File: config.mk
export PLATFORM = sky130hd
export DESIGN_NAME = pps_regs
export DESIGN_NICKNAME = d
export VERILOG_FILES = /design/src/rtl/pps_pkg.sv /design/src/rtl/pps_regs.sv
export SDC_FILE = /design/constraint.sdc
export NUM_CORES = 1
export LEC_CHECK = 0
export BUFFER_PORTS_ARGS = -buffer_cell sky130_fd_sc_hd__buf_2
export CAP_MARGIN = 25
export CORE_MARGIN = 4
export CORE_UTILIZATION = 30
export CTS_CLUSTER_SIZE = 20
export DETAILED_ROUTE_END_ITERATION = 16
export MAX_ROUTING_LAYER = met4
export PLACE_DENSITY = 0.58
export SETUP_SLACK_MARGIN = 0.02
export SLEW_MARGIN = 0
export SYNTH_ARGS = -nofsm -noshare
export SYNTH_HDL_FRONTEND = slang
export SYNTH_SLANG_ARGS = --single-unit
File: constraint.sdc
create_clock -name clk -period 0.95 [get_ports clk]
set_clock_uncertainty 0.1 [all_clocks]
set_input_delay 0.0475 -clock clk [delete_from_list [all_inputs] [get_ports clk]]
set_output_delay 0.0475 -clock clk [all_outputs]
set_load 0.05 [all_outputs]
File: src/rtl/pps_pkg.sv
// particle pool euler step: shared types, codes and constants
// no dependencies; imported by every module of the block
package pps_pkg;

  localparam int DATA_W = 32;
  localparam int SIZE_W = 31;
  localparam int RATE_W = 17;
  localparam int LIVE_W = 7;
  localparam int ADDR_W = 4;
  localparam int OP_W   = 4;

  localparam logic CMD_ADD  = 1'b0;
  localparam logic CMD_TICK = 1'b1;

  localparam logic [1:0] REG_FRICTION = 2'd0;
  localparam logic [1:0] REG_DECAY    = 2'd1;
  localparam logic [1:0] REG_GRAVITY  = 2'd2;

  localparam logic [RATE_W-1:0] FRICTION_RST = 17'd5243;
  localparam logic [RATE_W-1:0] DECAY_RST    = 17'd655;
  localparam logic [RATE_W-1:0] GRAVITY_RST  = 17'd655;

  // multiplier operations
  localparam logic [OP_W-1:0] OP_NONE = 4'd0;
  localparam logic [OP_W-1:0] OP_VSX  = 4'd1;
  localparam logic [OP_W-1:0] OP_VSY  = 4'd2;
  localparam logic [OP_W-1:0] OP_VSZ  = 4'd3;
  localparam logic [OP_W-1:0] OP_FR   = 4'd4;
  localparam logic [OP_W-1:0] OP_GR   = 4'd5;
  localparam logic [OP_W-1:0] OP_DR   = 4'd6;
  localparam logic [OP_W-1:0] OP_PX   = 4'd7;
  localparam logic [OP_W-1:0] OP_PY   = 4'd8;
  localparam logic [OP_W-1:0] OP_PZ   = 4'd9;
  localparam logic [OP_W-1:0] OP_VXD  = 4'd10;
  localparam logic [OP_W-1:0] OP_VYD  = 4'd11;
  localparam logic [OP_W-1:0] OP_VZD  = 4'd12;

  typedef struct packed {
    logic [RATE_W-1:0] friction;
    logic [RATE_W-1:0] decay;
    logic [RATE_W-1:0] gravity;
  } cfg_t;

  typedef struct packed {
    logic            ld_in;
    logic            ld_dt;
    logic            ld_mem;
    logic            wr_en;
    logic            wr_upd;
    logic            out_ld_mem;
    logic            out_ld_blank;
    logic            blank_acc;
    logic            out_last;
    logic [OP_W-1:0] mul_op;
  } cmd_t;

  typedef struct packed {
    logic size_pos;
  } status_t;

  typedef struct packed {
    logic signed [DATA_W-1:0] px;
    logic signed [DATA_W-1:0] py;
    logic signed [DATA_W-1:0] pz;
    logic signed [DATA_W-1:0] vx;
    logic signed [DATA_W-1:0] vy;
    logic signed [DATA_W-1:0] vz;
    logic signed [DATA_W-1:0] sz;
  } particle_t;

endpackage

File: src/rtl/pps_regs.sv
// configuration registers behind the apb-style port
// depends on pps_pkg
module pps_regs import pps_pkg::*; (
  input  logic              clk,
  input  logic              rst,
  input  logic              psel,
  input  logic              penable,
  input  logic              pwrite,
  input  logic [ADDR_W-1:0] paddr,
  input  logic [31:0]       pwdata,
  output logic [31:0]       prdata,
  output logic              pready,
  output cfg_t              cfg
);

  logic       wr;
  logic [1:0] idx;

  assign pready = 1'b1;
  assign wr     = psel && penable && pwrite;
  assign idx    = paddr[3:2];

  always_ff @(posedge clk) begin
    if (rst) begin
      cfg.friction <= FRICTION_RST;
      cfg.decay    <= DECAY_RST;
      cfg.gravity  <= GRAVITY_RST;
    end else if (wr) begin
      case (idx)
        REG_FRICTION: cfg.friction <= pwdata[RATE_W-1:0];
        REG_DECAY:    cfg.decay    <= pwdata[RATE_W-1:0];
        REG_GRAVITY:  cfg.gravity  <= pwdata[RATE_W-1:0];
        default: ;
      endcase
    end
  end

  always_comb begin
    case (idx)
      REG_FRICTION: prdata = 32'(cfg.friction);
      REG_DECAY:    prdata = 32'(cfg.decay);
      REG_GRAVITY:  prdata = 32'(cfg.gravity);
      default:      prdata = '0;
    endcase
  end

endmodule

=== Word level (Yosys, flattened, before mapping) ===
Index checks and enable logic that the tools add are counted.

* Eq/ne operators: 2
* Muxes and demuxes: 1
* Reduce and logical (&&, ||, !) cells: 6

{| class="wikitable"
|+ Operators by type and width
! cell !! count
|-
| 17-bit case mux with 3 select lines || 1
|-
| 2-bit AND reduction || 3
|-
| 2-bit by 1-bit == test with 1-bit output (second input constant) || 1
|-
| 2-bit == test (second input constant) || 1
|-
| 1-bit logical AND || 2
|-
| 2-bit logical NOT || 1
|}

* Bits in registers: 51
* Output and inout port bits: 84
* Logic and storage cells: 12

=== Depth between registers and ports, before layout ===
* Word-level depth: 3
* Gate-level depth with buffers: 6
* Gate-level depth less buffers: 3

=== Worst setup path before layout ===
No wires, ideal clock.

* Path kind: register to output
* From: reg cfg[31] (netlist bit)
* To: out prdata[14]
* Arrival: 1871 ps
* Path slack: -1069 ps
* Stages on the path, launching flop included: 3
* Path buffers: 0
* Cell sequence: dfxtp_1 -> mux2i_1 -> o21ai_0

* Cells in the longest elaborated chain, start to end: 1

{| class="wikitable"
|+ Ends and longest elaborated chain
! what !! RTL line !! source
|-
| start, declared || pps_regs.sv:13 || <nowiki>output cfg_t cfg</nowiki>
|-
| 17-bit case mux with 3 select lines || pps_regs.sv:39 || <nowiki>case (idx)</nowiki>
|-
| end, declared || pps_regs.sv:11 || <nowiki>output logic [31:0] prdata,</nowiki>
|}

No other way between the ends.

=== Final worst setup path ===
* From: reg cfg[26] (netlist bit)
* To: out prdata[9]

The elaborated chain is that of the path after synthesis.

==> flow_metrics.env <==
export IMPL_drc=0
export IMPL_peakVddDrop_v=0.000609
export IMPL_critPathTopFamily="flip-flops"
export IMPL_tritoncts="built"
export IMPL_final_common_cell="buf_6"
export IMPL_overflow=0
export IMPL_initial_core_util=0.309
export IMPL_fp_dieW_microns=100
export IMPL_power_mw=4.99
export IMPL_pwr_share_clk=0.320
export IMPL_wl_mm=8.36
export IMPL_synth_simple_area_share=0.200
export IMPL_avgViaCountPerCell=4.49
export IMPL_num_rows=33
export IMPL_synth_fa_ha_area_frac=0
export IMPL_die_h_microns=100
export IMPL_drive_above_1_share=0.623
export IMPL_crit_chain="mux2i_4, o21ai_4, buf_6"
export IMPL_critical_path_max_stage_delay_ns=0.38
export IMPL_drt_pass1_iterations=4
export IMPL_finalSetupViolations=70
export IMPL_synth_area_sq_mm=0.00255
export IMPL_synth_top_cell_area_share=0.400
export IMPL_grt_pass1_wl_mm=13.1
export IMPL_fin_util=0.653
export IMPL_cts_htree_levels=2
export IMPL_detailed_place_hpwl_mm=5.50
export IMPL_fin_crit_ns=1.22
export IMPL_combPwrFrac=0.260
export IMPL_muxShareOfSynthArea=0.267
export IMPL_ant_nets=0
export IMPL_start_kind="register"
export IMPL_antenna_found_initial=0
export IMPL_clkSlewWorstSetupHoldPaths_ns=0.11
export IMPL_place_worst_setup_slack_ns=-0.344
export IMPL_area_delta_synth_final_pct=111
export IMPL_violations="setup timing"
export IMPL_largest_reg_flops=51
export IMPL_p_seq_frac=0.421
export IMPL_num_vias=2447
export IMPL_end_kind="output pin"
export IMPL_setup_slack_ns=-0.272
export IMPL_p_leak_nw=2.27
export IMPL_p_switching_mw=1.57
export IMPL_ioPinCount=125
export IMPL_cts_sinks=51
export IMPL_synthCells=273
export IMPL_ctsLongestPathBuffers=2
export IMPL_slowest_stage="dfxtp_4"
export IMPL_wire_per_inst_microns=15.3
export IMPL_synth_area_per_cell_sq_um=9.35
export IMPL_worst_path_max_fanout=2
export IMPL_multi_input_area_sq_mm=0.00186
export IMPL_synth_xor_area_frac=0
export IMPL_status="finished, violations left"
export IMPL_synth_compound_area_frac=0.0333
export IMPL_max_cap_viol_count=0
export IMPL_grt_pass1_vias=2533
export IMPL_synth_cell_types=18
export IMPL_drv_slew=0
export IMPL_gp_congestion=0.734
export IMPL_p_per_area_mw_per_mm2=925
export IMPL_power_internal_mw=3.42
export IMPL_regMostFlops="cfg"
export IMPL_rsz0062_at_grt="yes"
export IMPL_fillers=630
export IMPL_drt_iter0_markers=35
export IMPL_ys_ff_latch=51
export IMPL_seq_area_frac_synth=0.400
export IMPL_ff_latch_area_sq_mm=0.00118
export IMPL_portBuffers=91
export IMPL_critPathRequiredTime_ns=0.80
export IMPL_max_freq_mhz=818
export IMPL_timing_worst_setup_path_type="register to output pin"
export IMPL_ys_warn_count=0
export IMPL_layout_common_cells="buf_6, mux2i_1, buf_8"
export IMPL_crit_arrival_ns=1.07
export IMPL_grt_max_degree=28
export IMPL_dp_cells=503
export IMPL_post_route_period_util=1.29
export IMPL_fin_nets=480
export IMPL_synth_top_cell_by_area="dfxtp_1"
export IMPL_grt_usage=0.170
export IMPL_finalHoldViolations=0
export IMPL_clock_root_buffer="clkbuf_8"
export IMPL_synth_top_family_by_area="multiplexers"
export IMPL_cts_made_buffers=5
export IMPL_core_area_sq_mm=0.00826
export IMPL_reg_top3="cfg x51"
export IMPL_critPathBufInv=1
export IMPL_die_area_sq_mm=0.0101
export IMPL_fin_cells=545
export IMPL_min_delay_path_class="primary input to register"
export IMPL_antenna_cells=0
export IMPL_synthTopCellsByArea="dfxtp_1, mux2i_1, nand2b_1"
export IMPL_insertion_delay_ns=0.31
export IMPL_p_sw_frac=0.314
## cells by family after synthesis
group                  count (synthesis)
AOI/OAI and AO/OA                     17
buffers and inverters                 36
DFF                                   51
muxes                                 68
other                                  2
and+or+nand+nor                       99
## timing repair
action,4_1_cts,5_1_grt
endpoints found under the setup margin,73,78
pin swaps,17,1
setup buffers,5,14
hold buffers,17,0
endpoints found under the hold margin,51,0
resized for setup,226,35
## power by group through the flow
stage	clock network, mW	logic, mW	registers (mW)
3_5_place_dp	0	1.06	2.16
2_1_floorplan	0	0.724	2.26
6_report	1.59	1.29	2.10
5_1_grt	1.75	1.36	2.10
4_1_cts	1.63	1.26	2.11
3_3_place_gp	0	1.05	2.16
## cell type report
cell class / instances / area share
clock buffers: 5 / 0.0128
multi-input cells: 200 / 0.344
clock inverters: 3 / 0.00859
flip-flops and latches: 51 / 0.220
well taps: 105 / 0.0244
repair buffers: 181 / 0.390
## metrics by stage
stage | area, sq um | hold slack, ns | setup TNS [ns]
5_1_grt | 5390 | 0.0645 | -12.54
3_3_place_gp | 4050 | 0.211 | -11.57
6_report | 5390 | 0.0348 | -9.71
4_1_cts | 5150 | 0.0424 | -10.18
2_1_floorplan | 3210 | 0.0922 | -3.04
3_5_place_dp | 4050 | 0.219 | -12.30
## metal layers
| metal | vias up | routed length [microns] | global-route usage |
|---|---|---|---|
| met4 | 0 | 81 | 0.0301 |
| li1 | 1208 | - | - |
| met3 | 8 | 378 | 0.0299 |
| met2 | 68 | 4540 | 0.300 |
| met5 | - | 0 | - |
| met1 | 1163 | 3360 | 0.204 |
## worst reg2reg max path, delay by kind of cell, from the launching register on
family	cells	cell delay, ns
AND/OR/NAND/NOR	1	0.09
flip-flops	1	0.37
multiplexers	1	0.10
buffers and inverters	2	0.24
## final timing paths
check                from   endpoint  slack, ns  depth (start not counted)
setup / recovery  cfg[26]  prdata[9]      -0.27                          3
hold / removal        rst    cfg[40]       0.03                          3
setup reg to reg  cfg[30]    cfg[30]      -0.06                          4
hold reg to reg   cfg[11]    cfg[11]       0.42                          2
## Yosys cell counts
| master | instances |
|---|---|
| o21ai_0 | 8 |
| nand2_1 | 17 |
| nand3_1 | 1 |
| buf_6 | 5 |
| conb_1 | 2 |
| nor2b_2 | 1 |
| o21ai_1 | 9 |
| mux2i_1 | 68 |
| nand2b_1 | 45 |
| or3_1 | 1 |
| clkbuf_1 | 9 |
| nor3b_1 | 1 |
| dfxtp_1 | 51 |
| buf_2 | 3 |
| nor3_2 | 1 |
| buf_4 | 19 |
| nor2_1 | 31 |
| nand4_2 | 1 |
Note: power is estimated with default switching activity, not from simulation.
