$ cat config.mk
export PLATFORM = sky130hd
export DESIGN_NAME = pps_ctrl
export DESIGN_NICKNAME = d
export VERILOG_FILES = /design/src/rtl/pps_pkg.sv /design/src/rtl/pps_ctrl.sv
export SDC_FILE = /design/constraint.sdc
export NUM_CORES = 1
export LEC_CHECK = 0
export BUFFER_PORTS_ARGS = -buffer_cell sky130_fd_sc_hd__buf_2
export CORE_MARGIN = 5
export CORE_UTILIZATION = 61
export CTS_CLUSTER_DIAMETER = 60
export DETAILED_ROUTE_END_ITERATION = 10
export PLACE_DENSITY = 0.85
export SLEW_MARGIN = 40
export SYNTH_ARGS = -nofsm -noshare
export SYNTH_HDL_FRONTEND = slang
export SYNTH_SLANG_ARGS = --single-unit
$ cat constraint.sdc
create_clock -name clk -period 4.4 [get_ports clk]
set_clock_uncertainty 0.15 [all_clocks]
set_input_delay 0.66 -clock clk [delete_from_list [all_inputs] [get_ports clk]]
set_output_delay 0.66 -clock clk [all_outputs]
set_load 0.01 [all_outputs]
$ cat src/rtl/pps_pkg.sv
// particle pool euler step: shared types, codes and constants
// no dependencies; imported by every module of the block
package pps_pkg;

  localparam int DATA_W = 32;
  localparam int SIZE_W = 31;
  localparam int RATE_W = 17;
  localparam int LIVE_W = 7;
  localparam int ADDR_W = 4;
  localparam int OP_W   = 4;

  localparam logic CMD_ADD  = 1'b0;
  localparam logic CMD_TICK = 1'b1;

  localparam logic [1:0] REG_FRICTION = 2'd0;
  localparam logic [1:0] REG_DECAY    = 2'd1;
  localparam logic [1:0] REG_GRAVITY  = 2'd2;

  localparam logic [RATE_W-1:0] FRICTION_RST = 17'd5243;
  localparam logic [RATE_W-1:0] DECAY_RST    = 17'd655;
  localparam logic [RATE_W-1:0] GRAVITY_RST  = 17'd655;

  // multiplier operations
  localparam logic [OP_W-1:0] OP_NONE = 4'd0;
  localparam logic [OP_W-1:0] OP_VSX  = 4'd1;
  localparam logic [OP_W-1:0] OP_VSY  = 4'd2;
  localparam logic [OP_W-1:0] OP_VSZ  = 4'd3;
  localparam logic [OP_W-1:0] OP_FR   = 4'd4;
  localparam logic [OP_W-1:0] OP_GR   = 4'd5;
  localparam logic [OP_W-1:0] OP_DR   = 4'd6;
  localparam logic [OP_W-1:0] OP_PX   = 4'd7;
  localparam logic [OP_W-1:0] OP_PY   = 4'd8;
  localparam logic [OP_W-1:0] OP_PZ   = 4'd9;
  localparam logic [OP_W-1:0] OP_VXD  = 4'd10;
  localparam logic [OP_W-1:0] OP_VYD  = 4'd11;
  localparam logic [OP_W-1:0] OP_VZD  = 4'd12;

  typedef struct packed {
    logic [RATE_W-1:0] friction;
    logic [RATE_W-1:0] decay;
    logic [RATE_W-1:0] gravity;
  } cfg_t;

  typedef struct packed {
    logic            ld_in;
    logic            ld_dt;
    logic            ld_mem;
    logic            wr_en;
    logic            wr_upd;
    logic            out_ld_mem;
    logic            out_ld_blank;
    logic            blank_acc;
    logic            out_last;
    logic [OP_W-1:0] mul_op;
  } cmd_t;

  typedef struct packed {
    logic size_pos;
  } status_t;

  typedef struct packed {
    logic signed [DATA_W-1:0] px;
    logic signed [DATA_W-1:0] py;
    logic signed [DATA_W-1:0] pz;
    logic signed [DATA_W-1:0] vx;
    logic signed [DATA_W-1:0] vy;
    logic signed [DATA_W-1:0] vz;
    logic signed [DATA_W-1:0] sz;
  } particle_t;

endpackage

$ cat src/rtl/pps_ctrl.sv
// sequencer: walks slots, issues multiplier ops, drives handshakes
// depends on pps_pkg; commands pps_dp
module pps_ctrl import pps_pkg::*; #(
  parameter int PARTICLE_SLOTS = 64,
  localparam int CW = $clog2(PARTICLE_SLOTS + 1),
  localparam int AW = (PARTICLE_SLOTS > 1) ? $clog2(PARTICLE_SLOTS) : 1
) (
  input  logic          clk,
  input  logic          rst,
  input  logic          in_valid,
  input  logic          cmd,
  output logic          in_stall,
  output logic          out_valid,
  input  logic          out_stall,
  input  status_t       status,
  output cmd_t          ctl,
  output logic [AW-1:0] addr,
  output logic [CW-1:0] live
);

  localparam logic [3:0] S_IDLE   = 4'd0;
  localparam logic [3:0] S_ADD    = 4'd1;
  localparam logic [3:0] S_ADD_WR = 4'd2;
  localparam logic [3:0] S_PRE    = 4'd3;
  localparam logic [3:0] S_NEXT   = 4'd4;
  localparam logic [3:0] S_LD     = 4'd5;
  localparam logic [3:0] S_UPD    = 4'd6;
  localparam logic [3:0] S_CHK    = 4'd7;
  localparam logic [3:0] S_ERD    = 4'd8;
  localparam logic [3:0] S_ELD    = 4'd9;
  localparam logic [3:0] S_BLANK  = 4'd10;
  localparam logic [3:0] S_OUT    = 4'd11;

  logic [3:0]    state;
  logic [2:0]    step;
  logic [CW-1:0] i;
  logic          swap;
  logic          acc;
  logic          last_q;
  logic          take;
  logic          is_last;

  assign in_stall  = (state != S_IDLE);
  assign out_valid = (state == S_OUT);
  assign take      = in_valid && (state == S_IDLE);
  assign is_last   = ((i + 1'b1) == live);

  always_ff @(posedge clk) begin
    if (rst) begin
      state  <= S_IDLE;
      step   <= '0;
      i      <= '0;
      live   <= '0;
      swap   <= 1'b0;
      acc    <= 1'b0;
      last_q <= 1'b0;
    end else begin
      case (state)
        S_IDLE: begin
          step <= '0;
          if (in_valid) begin
            if (cmd == CMD_TICK) begin
              state <= S_PRE;
            end else if (live < CW'(PARTICLE_SLOTS)) begin
              acc   <= 1'b1;
              state <= S_ADD;
            end else begin
              acc   <= 1'b0;
              state <= S_BLANK;
            end
          end
        end
        S_ADD: begin
          step <= step + 1'b1;
          if (step == 3'd3) state <= S_ADD_WR;
        end
        S_ADD_WR: begin
          live  <= live + 1'b1;
          state <= S_BLANK;
        end
        S_PRE: begin
          step <= step + 1'b1;
          if (step == 3'd3) begin
            i     <= '0;
            swap  <= 1'b0;
            acc   <= 1'b0;
            state <= S_NEXT;
          end
        end
        S_NEXT: begin
          step <= '0;
          if (i < live) begin
            state <= S_LD;
          end else if (live == '0) begin
            state <= S_BLANK;
          end else begin
            i     <= '0;
            state <= S_ERD;
          end
        end
        S_LD: state <= S_UPD;
        S_UPD: begin
          step <= step + 1'b1;
          if (step == 3'd6) state <= S_CHK;
        end
        S_CHK: begin
          if (status.size_pos) begin
            i    <= i + 1'b1;
            swap <= 1'b0;
          end else begin
            live <= live - 1'b1;
            swap <= 1'b1;
          end
          state <= S_NEXT;
        end
        S_ERD: state <= S_ELD;
        S_ELD: begin
          last_q <= is_last;
          state  <= S_OUT;
        end
        S_BLANK: begin
          last_q <= 1'b1;
          state  <= S_OUT;
        end
        S_OUT: begin
          if (!out_stall) begin
            if (last_q) begin
              state <= S_IDLE;
            end else begin
              i     <= i + 1'b1;
              state <= S_ERD;
            end
          end
        end
        default: state <= S_IDLE;
      endcase
    end
  end

  always_comb begin
    ctl  = '0;
    addr = i[AW-1:0];
    ctl.mul_op = OP_NONE;
    case (state)
      S_IDLE: begin
        ctl.ld_in = take && (cmd == CMD_ADD);
        ctl.ld_dt = take && (cmd == CMD_TICK);
      end
      S_ADD: begin
        case (step)
          3'd0:    ctl.mul_op = OP_VSX;
          3'd1:    ctl.mul_op = OP_VSY;
          3'd2:    ctl.mul_op = OP_VSZ;
          default: ctl.mul_op = OP_NONE;
        endcase
      end
      S_ADD_WR: begin
        ctl.wr_en = 1'b1;
        addr      = live[AW-1:0];
      end
      S_PRE: begin
        case (step)
          3'd0:    ctl.mul_op = OP_FR;
          3'd1:    ctl.mul_op = OP_GR;
          3'd2:    ctl.mul_op = OP_DR;
          default: ctl.mul_op = OP_NONE;
        endcase
      end
      S_NEXT: addr = swap ? live[AW-1:0] : i[AW-1:0];
      S_LD:   ctl.ld_mem = 1'b1;
      S_UPD: begin
        case (step)
          3'd0:    ctl.mul_op = OP_PX;
          3'd1:    ctl.mul_op = OP_PY;
          3'd2:    ctl.mul_op = OP_PZ;
          3'd3:    ctl.mul_op = OP_VXD;
          3'd4:    ctl.mul_op = OP_VYD;
          3'd5:    ctl.mul_op = OP_VZD;
          default: ctl.mul_op = OP_NONE;
        endcase
      end
      S_CHK: begin
        ctl.wr_en  = status.size_pos;
        ctl.wr_upd = 1'b1;
      end
      S_ELD: begin
        ctl.out_ld_mem = 1'b1;
        ctl.out_last   = is_last;
      end
      S_BLANK: begin
        ctl.out_ld_blank = 1'b1;
        ctl.blank_acc    = acc;
      end
      default: ;
    endcase
  end

endmodule

Word level (Yosys, flattened, before mapping)
Index checks and enable logic that the tools add are counted.

word-level totals
  word-level logic and storage cells = 106
  output and inout bits = 28
  input bits = 6
  flip-flop bits (word level) = 24

cells by class
  bitwise gates (word level) = 1
  $add $sub $neg = 4
  reductions and logical operators = 21
  order comparisons = 2
  eq/ne operators = 29
  muxes and demuxes = 42

operator list
  kind                                                             number
  7-bit 2-to-1 mux                                                 7
  4-bit one-hot mux with 11 select lines                           1
  4-bit 2-to-1 mux                                                 9
  7-bit one-hot mux with 4 select lines                            1
  4-bit one-hot mux with 6 select lines                            1
  2-bit inequality test, second input constant                     11
  4-bit by 3-bit == test with 1-bit output, second input constant  4
  4-bit == test, second input constant                             4
  7-bit by 1-bit adder with 7-bit output, second input constant    2
  7-bit one-hot mux with 2 select lines                            1
  4-bit one-hot mux with 3 select lines                            1
  6-bit one-hot mux with 2 select lines                            1
  2-bit nonzero test                                               5
  3-bit == test, second input constant                             3
  1-bit 2-to-1 mux                                                 9
  3-bit one-hot mux with 3 select lines                            1
  4-bit by 2-bit == test with 1-bit output, second input constant  2
  1-bit one-hot mux with 2 select lines                            4
  4-bit nonzero test                                               2
  7-bit == test                                                    1
  7-bit logical NOT                                                1
  7-bit less-than comparator                                       1
  7-bit less-than comparator, second input constant                1
  7-bit AND reduction                                              1
  other kinds (18)                                                 25

Longest topological paths before layout
  depth after elaboration = 5
  gate-level depth with buffers = 10
  gate-level depth less buffers = 9

Worst setup path after synthesis
Ideal clock, no wire load.

  path type = register to register
  start point = reg state[2]
  end point = reg live[6]
  library setup time = 0.121 ns
  arrival time = 2.432 ns
  stages on the path, launching flop included = 11
  path buffers = 1
  period minus slack after synthesis = 2.702 ns
  required time = 4.129 ns
  slack = 1.698 ns
  cells stage by stage = dfxtp_1 > clkbuf_1 > nor2b_1 > nand2_1 > inv_1 > ha_1 > nor2b_1 > o31ai_1 > a21oi_1 > mux2i_1 > mux2_2

on the way
  word-level cells in the longest chain between the ends = 3
  elaborated cells on any way between the ends = 6
  classes of those cells = 3 x eq/ne; 1 x mux; 2 x reduce/logical

ends and longest elaborated chain
  what                                                                                                         RTL line         RTL
  from (decl)                                                                                                  pps_ctrl.sv:34   logic [3:0] state;
  from (signal assigned)                                                                                       pps_ctrl.sv:50   state <= S_IDLE;
  from (signal assigned)                                                                                       pps_ctrl.sv:63   state <= S_PRE;
  from (signal assigned)                                                                                       pps_ctrl.sv:66   state <= S_ADD;
  4-bit by 3-bit == test with 1-bit output / 4-bit by 2-bit == test with 1-bit output (equally long branches)  pps_ctrl.sv:58   case (state)
  2-bit inequality test (no line) / 2-bit nonzero test (equally long branches)                                 n/a
  2-bit AND reduction (no line)                                                                                n/a
  to (signal assigned)                                                                                         pps_ctrl.sv:78   live <= live + 1'b1;
  to (signal assigned)                                                                                         pps_ctrl.sv:111  live <= live - 1'b1;
  to (decl)                                                                                                    pps_ctrl.sv:18   output logic [CW-1:0] live

Parallel ways exist; a longest one is shown, timed or not.
A chain may end at the register's enable or synchronous reset.

Worst setup path after layout
  start point = reg state[0]
  end point = reg live[6]

The elaborated chain is that of the path after synthesis.

==> flow_metrics.env <==
export IMPL_status="complete, no violations"
export IMPL_r2r_end="live[6]"
export IMPL_area_growth_pct=10.0
export IMPL_netlist_area_um2=2260
export IMPL_max_freq_mhz=320
export IMPL_p_clk_share_pct=13.7
export IMPL_yosysWarnings=0
export IMPL_hp_class="register to register"
export IMPL_grt_start_max_net_pins=31
export IMPL_cts_reportedPaths_clkPinSlew_ns=0.08
export IMPL_synth_avg_cell_area_um2=7.49
export IMPL_core_um2=3630
export IMPL_cts_resized=0
export IMPL_die_width_um=70.9
export IMPL_comb_power_share_pct=51.9
export IMPL_p_sw_mw=0.441
export IMPL_drt_wl_total_um=5730
export IMPL_synth_ff_type="dfxtp_1"
export IMPL_drive_gt1_share_pct=16.3
export IMPL_cts_buffers=3
export IMPL_setup_viol_count_final=0
export IMPL_cts_root_buf="clkbuf_8"
export IMPL_track_usage_pct=22.6
export IMPL_synth_fp_nets=327
export IMPL_p_per_area_nw_per_um2=381
export IMPL_port_buffers=33
export IMPL_rrSetupSlack_ns=1.27
export IMPL_synth_top_area_share_pct=21.2
export IMPL_tightestPinTransition_ns=0.669
export IMPL_min_period_ns=3.13
export IMPL_grt_pass1_wl_um=9550
export IMPL_htree_num_levels=1
export IMPL_p_leak_nw=1.10
export IMPL_wl_per_cell_um=15.3
export IMPL_p_seq_share_pct=34.5
export IMPL_slew_headroom_pct=55.4
export IMPL_place_gp_congestion=0.929
export IMPL_vias=2264
export IMPL_synthCells=302
export IMPL_swShare_pct=46.5
export IMPL_fin_crit_sh_pct=71.1
export IMPL_hold_violations=0
export IMPL_r2r_cells=9
export IMPL_overflow=0
export IMPL_arrival_ns=3.14
export IMPL_rsz0062_at_grt="no"
export IMPL_slew_violations=0
export IMPL_cts_tree="built"
export IMPL_path_max_fanout=21
export IMPL_p_int_mw=0.507
export IMPL_antenna_left=0
export IMPL_fin_total_pwr_mw=0.947
export IMPL_rows=22
export IMPL_crit_path_end_kind="register"
export IMPL_postCtsSetupBuffers=0
export IMPL_grt_pass1_vias=2027
export IMPL_crit_start="state[0]"
export IMPL_diodes=0
export IMPL_hold_buffers=0
export IMPL_synth_distinct_cells=58
export IMPL_initial_core_util_pct=62.3
export IMPL_vias_per_cell=6.05
export IMPL_ys_ff_latch=24
export IMPL_antenna_found_initial=0
export IMPL_path_class="register to register"
export IMPL_clk_path_buf_depth=2
export IMPL_hpwlAfterDp_um=4350
export IMPL_detailedRoute_firstPassIterationCount=5
export IMPL_drc=0
export IMPL_drt_iter0_drc=200
export IMPL_peakVddDrop_mv=0.231
export IMPL_async_reset_ff_share_pct=0
export IMPL_clock_sinks=24
export IMPL_num_io_pins=34
export IMPL_crit_path_start_kind="register"
export IMPL_synth_edf_count=0
export IMPL_fin_setup_tns_ns=0
export IMPL_rr_startpoint="state[0]"
export IMPL_worstPathRequired_ns=4.41
export IMPL_die_h_um=70.9
export IMPL_synth_area_leader_cell="dfxtp_1"
export IMPL_synth_area_leaders="dfxtp_1 (21%), ha_1 (10%), nor2_1 (6.5%)"
export IMPL_nNetsFinal=353
export IMPL_clk_latency_ns=0.26
export IMPL_cap_violations=0
export IMPL_critPathCapture="live[6]"
export IMPL_die_area_um2=5030
export IMPL_yosysSeqAreaShare_pct=21.2
logic make-up after synthesis:
family / after synthesis / share of synthesized area, %
and+or+nand+nor: 114 / 24.9
muxes: 11 / 5.14
AOI/OAI and AO/OA: 90 / 27.6
adders and majority gates: 19 / 10.8
buffers and inverters: 32 / 5.69
xor gates and xnor gates: 12 / 4.64
DFF: 24 / 21.2
final cells by class:
type	count	area, um2
fillers	330	1140
repair buffers	35	180
multi-input cells	246	1660
clock buffers	3	41.3
well taps	48	60.1
flip-flops and latches	24	480
inverters	18	67.6
synth_stat cells (all sizes together), types with 6 or more instances:
cell	count
inv	18
clkbuf	6
nor2	39
nand3	9
xnor2	7
nand2	24
nor3	6
buf	8
dfxtp	24
a21oi	25
a211oi	6
o21ai	19
and3	6
ha	18
mux2i	6
worst min-delay path by stage:
stage | start | endpoint | slack [ns] | cells after the start
floorplan | swap | swap | 0.29 | 2
global placement | swap | swap | 0.32 | 2
detailed placement | swap | swap | 0.31 | 2
CTS | swap | swap | 0.32 | 2
global route | swap | swap | 0.35 | 2
finish | swap | swap | 0.32 | 2
power by group through the flow:
stage / logic, mW / clock network [mW] / registers [mW]
global route: 0.547 / 0.140 / 0.336
detailed placement: 0.483 / 0 / 0.328
finish: 0.491 / 0.129 / 0.327
floorplan: 0.402 / 0 / 0.286
CTS: 0.487 / 0.132 / 0.323
global placement: 0.478 / 0 / 0.327
layout by cell type, fill, tap and decap left out, types with 6 or more instances in the layout:
cell,count
ha_1,18
and3_1,6
inv_1,18
a211oi_1,6
nor3_1,6
nor2_1,39
dfxtp_1,24
mux2i_1,6
xnor2_1,7
a21oi_1,23
buf_2,33
o21ai_0,19
nand3_1,9
nand2_1,24
registers in the layout, summed over array words and instances, names as in the netlist:
signal,count
acc,1
state,4
live,7
i,7
last_q,1
step,3
swap,1
metal layers:
layer / share of wire (%) / track usage (%) / routed length [um] / vias to the layer above
met3: 5.3 / 2.56 / 306 / 2
met1: 47 / 32.6 / 2700 / 1051
met5: 0 / 0 / 0 / -
met2: 47 / 37.1 / 2690 / 68
li1: - / - / - / 1143
met4: 0.54 / 3.34 / 31 / 0
worst max-delay path, cell delays in order, from the launching register on:
cell and delay (ns):
dfxtp_1 0.74, and2_1 0.33, nand2_1 0.15, inv_1 0.22, ha_1 0.32, nor2b_1 0.16
o31ai_1 0.28, a21oi_1 0.14, mux2i_1 0.18, mux2_2 0.34
stage by stage:
stage / setup WS (ns) / instances / hold WS (ns) / area (um2) / util [%]
6_report: 1.27 / 374 / 0.320 / 2490 / 68.5
5_1_grt: 1.05 / 374 / 0.349 / 2490 / 68.5
3_3_place_gp: 1.44 / 371 / 0.316 / 2440 / 67.2
2_1_floorplan: 1.70 / 302 / 0.294 / 2260 / -
4_1_cts: 1.33 / 374 / 0.323 / 2480 / 68.4
3_5_place_dp: 1.35 / 371 / 0.308 / 2440 / 67.2
No activity file was read; power rests on OpenSTA's default activity.
